### src/sv/yrbc_pkg.sv
// Shared constants, types and sizes for the YUYV red blob centroid block.
`timescale 1ns / 1ps
`default_nettype none
package yrbc_pkg;

  // Window limits and the widths that follow from them
  localparam int MAX_COLUMNS = 1024;
  localparam int MAX_ROWS    = 1024;
  localparam int COL_W       = $clog2(MAX_COLUMNS);
  localparam int ROW_W       = $clog2(MAX_ROWS);
  localparam int ADDR_W      = COL_W - 1;
  localparam int LINE_DEPTH  = MAX_COLUMNS / 2;

  // Field widths
  localparam int PIX_W      = 8;
  localparam int CFG_SIZE_W = 11;
  localparam int CFG_DATA_W = 11;
  localparam int COUNT_W    = 21;
  localparam int SUM_W      = 30;

  // Compare width wide enough for the size registers and for the limits
  localparam int DIM_W  = (COL_W > ROW_W) ? COL_W + 1 : ROW_W + 1;
  localparam int SIZE_W = (DIM_W > CFG_SIZE_W) ? DIM_W : CFG_SIZE_W;

  localparam int MIN_COLUMNS = 4;
  localparam int MIN_ROWS    = 3;

  // Line buffer word: [1:0] upper line pair, [3:2] middle line pair
  localparam int LINE_W = 4;

  // Conversion coefficients, 8.8 fixed point
  localparam int COEF_RU = 454;
  localparam int COEF_GV = 88;
  localparam int COEF_GU = 183;
  localparam int COEF_BV = 359;

  // Register reset values
  localparam logic [PIX_W-1:0]      RST_RED_FLOOR  = 8'd128;
  localparam logic [PIX_W-1:0]      RST_RED_MARGIN = 8'd40;
  localparam logic [CFG_SIZE_W-1:0] RST_COLUMNS    = 11'd320;
  localparam logic [CFG_SIZE_W-1:0] RST_ROWS       = 11'd240;

  typedef enum logic [1:0] {
    REG_RED_FLOOR,
    REG_RED_MARGIN,
    REG_WINDOW_COLUMNS,
    REG_WINDOW_ROWS
  } cfg_reg_t;

endpackage
`default_nettype wire

### src/sv/yrbc_if.sv
// Valid/ready channel interfaces: pixel input, result output, register writes.
`timescale 1ns / 1ps
`default_nettype none
interface yrbc_pix_if;
  import yrbc_pkg::*;
  logic             valid;
  logic             ready;
  logic [PIX_W-1:0] luma_first;
  logic [PIX_W-1:0] chroma_v;
  logic [PIX_W-1:0] luma_second;
  logic [PIX_W-1:0] chroma_u;
  logic             window_start;

  modport source (output valid, luma_first, chroma_v, luma_second, chroma_u, window_start,
                  input ready);
  modport sink (input valid, luma_first, chroma_v, luma_second, chroma_u, window_start,
                output ready);
endinterface

interface yrbc_res_if;
  import yrbc_pkg::*;
  logic               valid;
  logic               ready;
  logic [COUNT_W-1:0] match_count;
  logic [SUM_W-1:0]   column_sum;
  logic [SUM_W-1:0]   row_sum;

  modport source (output valid, match_count, column_sum, row_sum, input ready);
  modport sink (input valid, match_count, column_sum, row_sum, output ready);
endinterface

interface yrbc_cfg_if;
  import yrbc_pkg::*;
  logic                  valid;
  logic                  ready;
  cfg_reg_t              index;
  logic [CFG_DATA_W-1:0] data;

  modport source (output valid, index, data, input ready);
  modport sink (input valid, index, data, output ready);
endinterface
`default_nettype wire

### src/sv/yuyv_red_blob_centroid.sv
// Top level: YUYV red mask, 3x3 erosion and centroid sums over a window.
`timescale 1ns / 1ps
`default_nettype none
//
// Channel  Modport  Transfer when        Payload
// -------  -------  -------------------  ------------------------------------------------
// pix      sink     pix.valid&pix.ready  luma_first, chroma_v, luma_second, chroma_u,
//                                        window_start (one macropixel, raster order)
// res      source   res.valid&res.ready  match_count, column_sum, row_sum (end of window)
// cfg      sink     cfg.valid (ready=1)  index (red_floor, red_margin, window_columns,
//                                        window_rows), data
//
// One macropixel a cycle, sustained but for the stall below. A macropixel passes the input register
// (color test), then the line stage (line buffer read, erosion, sums); the
// last macropixel of a window then writes its result to the output register.
// rst clears control, counters, sums and registers; the line buffer is not
// cleared, since its first two rows of a window are never counted.
// Input stalls only while a finished result waits in the output register
// and the last macropixel of the next window reaches the line stage.
//
module yuyv_red_blob_centroid (
  input  wire logic   clk,
  input  wire logic   rst,
  yrbc_pix_if.sink    pix,
  yrbc_res_if.source  res,
  yrbc_cfg_if.sink    cfg
);
  import yrbc_pkg::*;

  // ---------------------------------------------------------------- config
  logic [PIX_W-1:0]      red_floor;
  logic [PIX_W-1:0]      red_margin;
  logic [CFG_SIZE_W-1:0] window_columns;
  logic [CFG_SIZE_W-1:0] window_rows;

  assign cfg.ready = 1'b1;

  always_ff @(posedge clk) begin
    if (rst) begin
      red_floor      <= RST_RED_FLOOR;
      red_margin     <= RST_RED_MARGIN;
      window_columns <= RST_COLUMNS;
      window_rows    <= RST_ROWS;
    end else if (cfg.valid) begin
      case (cfg.index)
        REG_RED_FLOOR:      red_floor      <= cfg.data[PIX_W-1:0];
        REG_RED_MARGIN:     red_margin     <= cfg.data[PIX_W-1:0];
        REG_WINDOW_COLUMNS: window_columns <= cfg.data[CFG_SIZE_W-1:0];
        REG_WINDOW_ROWS:    window_rows    <= cfg.data[CFG_SIZE_W-1:0];
        default: ;
      endcase
    end
  end

  // Effective window size: clamp columns to 4..MAX and force even, rows to 3..MAX
  logic [SIZE_W-1:0] cols_raw, rows_raw, cols_eff, rows_eff;

  always_comb begin
    cols_raw = SIZE_W'(window_columns);
    rows_raw = SIZE_W'(window_rows);
    if (cols_raw < SIZE_W'(MIN_COLUMNS)) begin
      cols_eff = SIZE_W'(MIN_COLUMNS);
    end else if (cols_raw > SIZE_W'(MAX_COLUMNS)) begin
      cols_eff = SIZE_W'(MAX_COLUMNS);
    end else begin
      cols_eff = cols_raw;
    end
    cols_eff[0] = 1'b0;
    if (rows_raw < SIZE_W'(MIN_ROWS)) begin
      rows_eff = SIZE_W'(MIN_ROWS);
    end else if (rows_raw > SIZE_W'(MAX_ROWS)) begin
      rows_eff = SIZE_W'(MAX_ROWS);
    end else begin
      rows_eff = rows_raw;
    end
  end

  // ------------------------------------------------------------ handshake
  logic s1_valid, s2_valid;
  logic s2_last;
  logic out_valid;
  logic adv;
  logic pix_xfer;

  // Hold the whole pipe only when a second result would overwrite a waiting one
  assign adv      = !(s2_valid && s2_last && out_valid && !res.ready);
  assign pix.ready = adv;
  assign pix_xfer = pix.valid && adv;

  // --------------------------------------------------- position tracking
  logic [COL_W-1:0] col_ctr;
  logic [ROW_W-1:0] row_ctr;
  logic [COL_W-1:0] pos_col;
  logic [ROW_W-1:0] pos_row;
  logic             row_end, win_end;

  always_comb begin
    pos_col = pix.window_start ? '0 : col_ctr;
    pos_row = pix.window_start ? '0 : row_ctr;
    row_end = (SIZE_W'(pos_col) + SIZE_W'(2)) >= cols_eff;
    win_end = row_end && ((SIZE_W'(pos_row) + SIZE_W'(1)) >= rows_eff);
  end

  always_ff @(posedge clk) begin
    if (rst) begin
      col_ctr <= '0;
      row_ctr <= '0;
    end else if (pix_xfer) begin
      if (row_end) begin
        col_ctr <= '0;
        row_ctr <= win_end ? '0 : pos_row + ROW_W'(1);
      end else begin
        col_ctr <= pos_col + COL_W'(2);
        row_ctr <= pos_row;
      end
    end
  end

  // ------------------------------------------------------ input register
  logic [PIX_W-1:0] s1_luma0, s1_luma1, s1_v, s1_u;
  logic [COL_W-1:0] s1_col;
  logic [ROW_W-1:0] s1_row;
  logic             s1_restart, s1_last;

  always_ff @(posedge clk) begin
    if (rst) begin
      s1_valid <= 1'b0;
    end else if (adv) begin
      s1_valid <= pix.valid;
    end
  end

  always_ff @(posedge clk) begin
    if (pix_xfer) begin
      s1_luma0   <= pix.luma_first;
      s1_luma1   <= pix.luma_second;
      s1_v       <= pix.chroma_v;
      s1_u       <= pix.chroma_u;
      s1_col     <= pos_col;
      s1_row     <= pos_row;
      s1_restart <= pix.window_start;
      s1_last    <= win_end;
    end
  end

  // ------------------------------------------------------- color test
  // Clamp a scaled channel (8.8) to 0..255 after a floor shift
  function automatic logic [PIX_W-1:0] clamp_chan(input logic signed [18:0] s);
    logic [PIX_W-1:0] c;
    if (s[18]) begin
      c = '0;
    end else if (|s[17:16]) begin
      c = '1;
    end else begin
      c = s[15:8];
    end
    return c;
  endfunction

  function automatic logic red_test(input logic [PIX_W-1:0] y, input logic [PIX_W-1:0] vb,
                                    input logic [PIX_W-1:0] ub, input logic [PIX_W-1:0] floor_v,
                                    input logic [PIX_W-1:0] margin);
    logic signed [18:0] ys, vs, us;
    logic [PIX_W-1:0]   r, g, b;
    logic [PIX_W:0]     g_m, b_m;
    // byte minus 128 is the byte with its top bit flipped, read as signed
    ys  = signed'({3'b000, y, 8'h00});
    vs  = 19'(signed'({~vb[7], vb[6:0]}));
    us  = 19'(signed'({~ub[7], ub[6:0]}));
    r   = clamp_chan(ys + 19'(COEF_RU) * us);
    g   = clamp_chan(ys + 19'(COEF_GV) * vs - 19'(COEF_GU) * us);
    b   = clamp_chan(ys + 19'(COEF_BV) * vs);
    g_m = {1'b0, g} + {1'b0, margin};
    b_m = {1'b0, b} + {1'b0, margin};
    return (r > floor_v) && ({1'b0, r} > g_m) && ({1'b0, r} > b_m);
  endfunction

  logic [1:0] mask_bits;
  assign mask_bits[0] = red_test(s1_luma0, s1_v, s1_u, red_floor, red_margin);
  assign mask_bits[1] = red_test(s1_luma1, s1_v, s1_u, red_floor, red_margin);

  // ---------------------------------------------------------- line buffer
  // One word per column pair: upper and middle mask lines
  logic [LINE_W-1:0] line_mem [LINE_DEPTH];
  logic [LINE_W-1:0] line_q;
  logic [LINE_W-1:0] line_wdata;
  logic [ADDR_W-1:0] rd_addr, wr_addr;
  logic              wr_en;

  logic [1:0]       s2_mask;
  logic [COL_W-1:0] s2_col;
  logic [ROW_W-1:0] s2_row;
  logic             s2_restart;

  assign rd_addr    = s1_col[COL_W-1:1];
  assign wr_addr    = s2_col[COL_W-1:1];
  assign wr_en      = s2_valid && adv;
  // shift down: middle becomes upper, new mask becomes middle
  assign line_wdata = {s2_mask, line_q[3:2]};

  always_ff @(posedge clk) begin
    if (wr_en) begin
      line_mem[wr_addr] <= line_wdata;
    end
    if (adv) begin
      // forward the word being written when a restart revisits the same pair
      line_q <= (wr_en && (wr_addr == rd_addr)) ? line_wdata : line_mem[rd_addr];
    end
  end

  // ----------------------------------------------------------- line stage
  always_ff @(posedge clk) begin
    if (rst) begin
      s2_valid <= 1'b0;
    end else if (adv) begin
      s2_valid <= s1_valid;
    end
  end

  always_ff @(posedge clk) begin
    if (adv) begin
      s2_mask    <= mask_bits;
      s2_col     <= s1_col;
      s2_row     <= s1_row;
      s2_restart <= s1_restart;
      s2_last    <= s1_last;
    end
  end

  // ------------------------------------------------------ erosion and sums
  logic [8:0]         nb;
  logic [8:0]         nb_base, nb_mid, nb_next;
  logic               interior, hit0, hit1;
  logic [COL_W:0]     col_add;
  logic [ROW_W:0]     row_add;
  logic [1:0]         cnt_add;
  logic [COUNT_W-1:0] count_acc, count_next;
  logic [SUM_W-1:0]   column_acc, column_next;
  logic [SUM_W-1:0]   row_acc, row_next;
  logic [ROW_W-1:0]   row_m1;

  always_comb begin
    nb_base  = s2_restart ? '0 : nb;
    // each column enters as {upper, middle, current}
    nb_mid   = {nb_base[5:0], line_q[0], line_q[2], s2_mask[0]};
    nb_next  = {nb_mid[5:0], line_q[1], line_q[3], s2_mask[1]};
    interior = (s2_row >= ROW_W'(2)) && (s2_col >= COL_W'(2));
    hit0     = interior && (&nb_mid);
    hit1     = interior && (&nb_next);
    row_m1   = s2_row - ROW_W'(1);
    // eroded pixel sits one column and one row back from the newest pixel
    col_add  = (hit0 ? {1'b0, s2_col} - (COL_W+1)'(1) : '0) + (hit1 ? {1'b0, s2_col} : '0);
    cnt_add  = {1'b0, hit0} + {1'b0, hit1};
    case (cnt_add)
      2'd1:    row_add = {1'b0, row_m1};
      2'd2:    row_add = {row_m1, 1'b0};
      default: row_add = '0;
    endcase
    count_next  = (s2_restart ? '0 : count_acc) + COUNT_W'(cnt_add);
    column_next = (s2_restart ? '0 : column_acc) + SUM_W'(col_add);
    row_next    = (s2_restart ? '0 : row_acc) + SUM_W'(row_add);
  end

  always_ff @(posedge clk) begin
    if (rst) begin
      nb         <= '0;
      count_acc  <= '0;
      column_acc <= '0;
      row_acc    <= '0;
    end else if (wr_en) begin
      if (s2_last) begin
        // close the window and restart as after a window_start
        nb         <= '0;
        count_acc  <= '0;
        column_acc <= '0;
        row_acc    <= '0;
      end else begin
        nb         <= nb_next;
        count_acc  <= count_next;
        column_acc <= column_next;
        row_acc    <= row_next;
      end
    end
  end

  // ------------------------------------------------------- output register
  logic [COUNT_W-1:0] res_count;
  logic [SUM_W-1:0]   res_col, res_row;

  always_ff @(posedge clk) begin
    if (rst) begin
      out_valid <= 1'b0;
    end else if (wr_en && s2_last) begin
      out_valid <= 1'b1;
    end else if (res.ready) begin
      out_valid <= 1'b0;
    end
  end

  always_ff @(posedge clk) begin
    if (wr_en && s2_last) begin
      res_count <= count_next;
      res_col   <= column_next;
      res_row   <= row_next;
    end
  end

  assign res.valid       = out_valid;
  assign res.match_count = res_count;
  assign res.column_sum  = res_col;
  assign res.row_sum     = res_row;

  // ------------------------------------------------------------ assertions
  // A result appears only when the last macropixel of a window leaves the line stage
  a_result_source: assert property (@(posedge clk) disable iff (rst)
    $rose(out_valid) |-> $past(s2_valid && s2_last && adv))
    else $error("result raised without a window end");

  // Closing a window leaves the sums cleared for the next one
  a_window_clear: assert property (@(posedge clk) disable iff (rst)
    (wr_en && s2_last) |=> (count_acc == '0 && column_acc == '0 && row_acc == '0 && nb == '0))
    else $error("sums not cleared after a window end");

  // A read of the pair being written returns the new word
  a_line_forward: assert property (@(posedge clk) disable iff (rst)
    (wr_en && s1_valid && (wr_addr == rd_addr)) |=> (line_q == $past(line_wdata)))
    else $error("line buffer forwarding missed");

  // The column position of a macropixel is always even
  a_even_column: assert property (@(posedge clk) disable iff (rst)
    s2_valid |-> (s2_col[0] == 1'b0 && col_ctr[0] == 1'b0))
    else $error("odd column position");

endmodule
`default_nettype wire

### src/flat_wrapper.sv
// flat-port wrapper written by rule: the top's interface ports become plain ports
module yuyv_red_blob_centroid_flat import yrbc_pkg::*;
  (clk, rst, pix_valid, pix_luma_first, pix_chroma_v, pix_luma_second, pix_chroma_u, pix_window_start, pix_ready, res_valid, res_match_count, res_column_sum, res_row_sum, res_ready, cfg_valid, cfg_index, cfg_data, cfg_ready);
  yrbc_pix_if pix_i ();
  yrbc_res_if res_i ();
  yrbc_cfg_if cfg_i ();
  input  wire logic clk;
  input  wire logic rst;
  input wire logic [$bits(pix_i.valid)-1:0] pix_valid;
  input wire logic [$bits(pix_i.luma_first)-1:0] pix_luma_first;
  input wire logic [$bits(pix_i.chroma_v)-1:0] pix_chroma_v;
  input wire logic [$bits(pix_i.luma_second)-1:0] pix_luma_second;
  input wire logic [$bits(pix_i.chroma_u)-1:0] pix_chroma_u;
  input wire logic [$bits(pix_i.window_start)-1:0] pix_window_start;
  output wire logic [$bits(pix_i.ready)-1:0] pix_ready;
  output wire logic [$bits(res_i.valid)-1:0] res_valid;
  output wire logic [$bits(res_i.match_count)-1:0] res_match_count;
  output wire logic [$bits(res_i.column_sum)-1:0] res_column_sum;
  output wire logic [$bits(res_i.row_sum)-1:0] res_row_sum;
  input wire logic [$bits(res_i.ready)-1:0] res_ready;
  input wire logic [$bits(cfg_i.valid)-1:0] cfg_valid;
  input wire logic [$bits(cfg_i.index)-1:0] cfg_index;
  input wire logic [$bits(cfg_i.data)-1:0] cfg_data;
  output wire logic [$bits(cfg_i.ready)-1:0] cfg_ready;
  assign pix_i.valid = pix_valid;
  assign pix_i.luma_first = pix_luma_first;
  assign pix_i.chroma_v = pix_chroma_v;
  assign pix_i.luma_second = pix_luma_second;
  assign pix_i.chroma_u = pix_chroma_u;
  assign pix_i.window_start = pix_window_start;
  assign pix_ready = pix_i.ready;
  assign res_valid = res_i.valid;
  assign res_match_count = res_i.match_count;
  assign res_column_sum = res_i.column_sum;
  assign res_row_sum = res_i.row_sum;
  assign res_i.ready = res_ready;
  assign cfg_i.valid = cfg_valid;
  assign cfg_i.index = cfg_index;
  assign cfg_i.data = cfg_data;
  assign cfg_ready = cfg_i.ready;
  yuyv_red_blob_centroid u_core (.clk(clk), .rst(rst), .pix(pix_i), .res(res_i), .cfg(cfg_i));
endmodule
### config.mk
export PLATFORM = sky130hd
export DESIGN_NAME = yuyv_red_blob_centroid_flat
export DESIGN_NICKNAME = d
export VERILOG_FILES = /design/src/sv/yrbc_pkg.sv /design/src/sv/yrbc_if.sv /design/src/sv/yuyv_red_blob_centroid.sv /design/src/flat_wrapper.sv
export SDC_FILE = /design/constraint.sdc
export NUM_CORES = 2
export LEC_CHECK = 0
export BUFFER_PORTS_ARGS = -buffer_cell sky130_fd_sc_hd__buf_2
export CAP_MARGIN = 25
export CORE_ASPECT_RATIO = 0.75
export CORE_MARGIN = 2
export CORE_UTILIZATION = 50
export DETAILED_ROUTE_END_ITERATION = 6
export PLACE_DENSITY = 0.63
export SLEW_MARGIN = 15
export SYNTH_ARGS = -nofsm -noshare
export SYNTH_HDL_FRONTEND = slang
export SYNTH_SLANG_ARGS = --single-unit
### constraint.sdc
create_clock -name clk -period 23.3 [get_ports clk]
set_input_delay 4.66 -clock clk [delete_from_list [all_inputs] [get_ports clk]]
set_output_delay 4.66 -clock clk [all_outputs]
set_load 0.1 [all_outputs]
==> impl_metrics.tcl <==
set metrics [dict create \
    status "finished clean" \
    fin_skew_ps 62.1 \
    rows 146 \
    synth_cell_type_count 89 \
    hold_start "u_core.s1_row[8]" \
    met2_length_um 119000 \
    numPortBuffers 133 \
    grt-ovfl-total 0 \
    synth_edf_count 2211 \
    die_h_um 402 \
    ios 135 \
    syn_area_per_cell_um2 16.0 \
    seq_area_frac_synth_pct 65.5 \
    r2r_cells 42 \
    nets 7235 \
    wl_met3_um 22900 \
    numCtsBuffers 225 \
    path_class "flip-flop to flip-flop" \
    vdd_drop_max_v 0.000124 \
    hold_depth 0 \
    hold_ws_ps 418 \
    ys_async_sr_fraction_pct 0 \
    cts_setup_buffers 0 \
    fin_crit_sh_pct 44.1 \
    place_area_mm2 0.109 \
    drv_slew 0 \
    n_fill_cell 16500 \
    clock_latency_ps 890 \
    relSlewSlack_pct 24.5 \
    core_area_mm2 0.211 \
    syn_area_mm2 0.106 \
    hold_class "flip-flop to flip-flop" \
    yosys_warnings 0 \
    tightestPinTransition_ps 1130 \
    routedLengthMet1_um 118000 \
    wl_um 265000 \
    drtAntennaViolNets 0 \
    antenna_found_initial 5 \
    post-route-min-period_ps 10290 \
    final_common_cell "edfxtp_1" \
    antenna_cells 0 \
    finalHoldViolCount 0 \
    cts_root_buf "clkbuf_16" \
    timing.setup.tns_ps 0 \
    critPathMaxStageDelay_ps 650 \
    grt_pass1_wl_um 392000 \
    required_ps 24020 \
    cp-start-kind "flip-flop" \
    grt_max_degree 240 \
    arrival_ps 11000 \
    cts.sinks 2359 \
    vias_per_cell 6.15 \
    ctsHoldBuffers 0 \
    final_util_pct 55.3 \
    max_freq_mhz 97.2 \
    gp_congestion 0.846 \
    avgRoutedWirePerCell_um 27.2 \
    cp_slowest_cell "a311oi_1" \
    cts_buffer_depth 4 \
    synth_seq_cells 2359 \
    path_buf_inv 4 \
    whs_endpoint "u_core.s2_row[8]" \
    cp-startpoint "u_core.s1_u[5]" \
    cts_tree "built" \
    drive_gt1_share_pct 17.1 \
    maxCapViolations 0 \
    synthFlopType "edfxtp_1" \
    top_layer "met5" \
    cts_resized 0 \
    cts_max_level 4 \
    worstReg2RegStart "u_core.s1_u[5]" \
    end_kind "flip-flop" \
    r2r-end "u_core.s2_mask[1]" \
    syn_to_final_growth_pct 10.1 \
    drt_first_iter_violations 6815 \
    die_x_um 535 \
    drc 0 \
    critical_path.top_delay_family "compound AO/OA/AOI/OAI gates" \
    pwr_density_cell_mw_per_mm2 95.3 \
    gr-usage-all-layers_pct 24.5 \
    path_clk_slew_ps 60 \
    first_pass_iters 6 \
    dieArea_mm2 0.215 \
    grt_pass1_vias 58400 \
    vias 59900 \
    leakage_nw 38.7 \
    rsz0062_at_grt "no" \
    setup_violations 0 \
    final_cell_mix "edfxtp_1, nor2_1, mux4_2, ha_1, nand2_1" \
    finalInstanceArea_mm2 0.117 \
    dp_hpwl_um 164000 \
    reg2reg_slack_ps 13010 \
    initial_utilization_pct 50.2 \
    syn-instance-count 6633 \
    crit_fanout 9 \
]
## registers in the layout, summed over array words and instances (netlist names), 11 cells and up
register and flops:
u_core.cols_raw 11, u_core.res.column_sum 30, u_core.column_acc 30, u_core.count_acc 21, u_core.res.match_count 21, u_core.res.row_sum 30, u_core.row_acc 30, u_core.rows_raw 11
u_core.line_mem 2048
## report_power, final
group	internal, mW	total, mW	switching, mW	leakage, nW
Sequential	4.70	4.72	0.0163	21.3
Clock	2.01	3.59	1.58	3.46
Combinational	1.11	2.81	1.70	13.9
## metal layers
layer	up-vias	GRT usage, %
met5	-	0
met4	2	5.40
met3	360	4.14
met2	2611	36.4
met1	31000	38.1
li1	25900	-
## worst reg2reg max path, delay by kind of cell, from the launching register on
kind	cells	cell delay (ps)
xor+xnor	1	170
flops	1	510
compound gates	18	3700
fa+ha+maj	9	3440
buf+inv	4	340
simple gates	10	2000
## metrics by stage
stage | std cells | setup WS [ps] | total power [mW]
5_1_grt | 9744 | 12200 | 11.6
4_1_cts | 9738 | 13000 | 11.1
2_1_floorplan | 6634 | 12530 | 6.87
3_3_place_gp | 9339 | 13060 | 7.50
3_5_place_dp | 9345 | 13060 | 7.57
6_report | 9744 | 13010 | 11.1
## area by class of cell
type	count	area [um^2]	share of cell area, %
inverter	277	1040	0.892
sequential	2359	69400	59.5
timing repair buffer	251	1830	1.57
tap	2812	3520	3.02
clock buffer	276	5880	5.05
multi-input combinational	3652	33800	29.0
clock inverter	117	1170	1.00
## cells by family (layout without fill, tap and decap cells)
group	after synthesis	after routing	synth area share (%)
other	1	2	0.00354
buffers and inverters	623	921	2.69
adders and majority gates	419	419	5.50
muxes	667	667	13.0
xor gates and xnor gates	203	203	1.68
AOI/OAI and AO/OA	824	824	5.08
DFF	2359	2359	65.5
and+or+nand+nor	1537	1537	6.52
## cell usage after synthesis, drive strengths merged (134+ instances only)
| cell | count | area, um^2 |
|---|---|---|
| buf | 156 | 1090 |
| xnor2 | 134 | 1170 |
| clkbuf | 190 | 717 |
| ha | 341 | 4270 |
| inv | 275 | 1030 |
| mux4 | 560 | 12700 |
| o21ai | 143 | 719 |
| a21oi | 233 | 1170 |
| dfxtp | 148 | 2960 |
| nor2 | 743 | 2790 |
| edfxtp | 2211 | 66400 |
| nand2 | 289 | 1080 |
## how the worst max path moves through the flow
| stage | endpoint | slack (ps) | depth (start not counted) |
|---|---|---|---|
| 2_1_floorplan | u_core.column_acc[23] | 12530 | 23 |
| 3_3_place_gp | pix_ready | 13060 | 5 |
| 3_5_place_dp | pix_ready | 13060 | 5 |
| 4_1_cts | u_core.s2_mask[1] | 13000 | 42 |
| 5_1_grt | u_core.s2_mask[1] | 12200 | 42 |
| 6_report | u_core.s2_mask[1] | 13010 | 42 |
No activity file was read; power rests on OpenSTA's default activity.
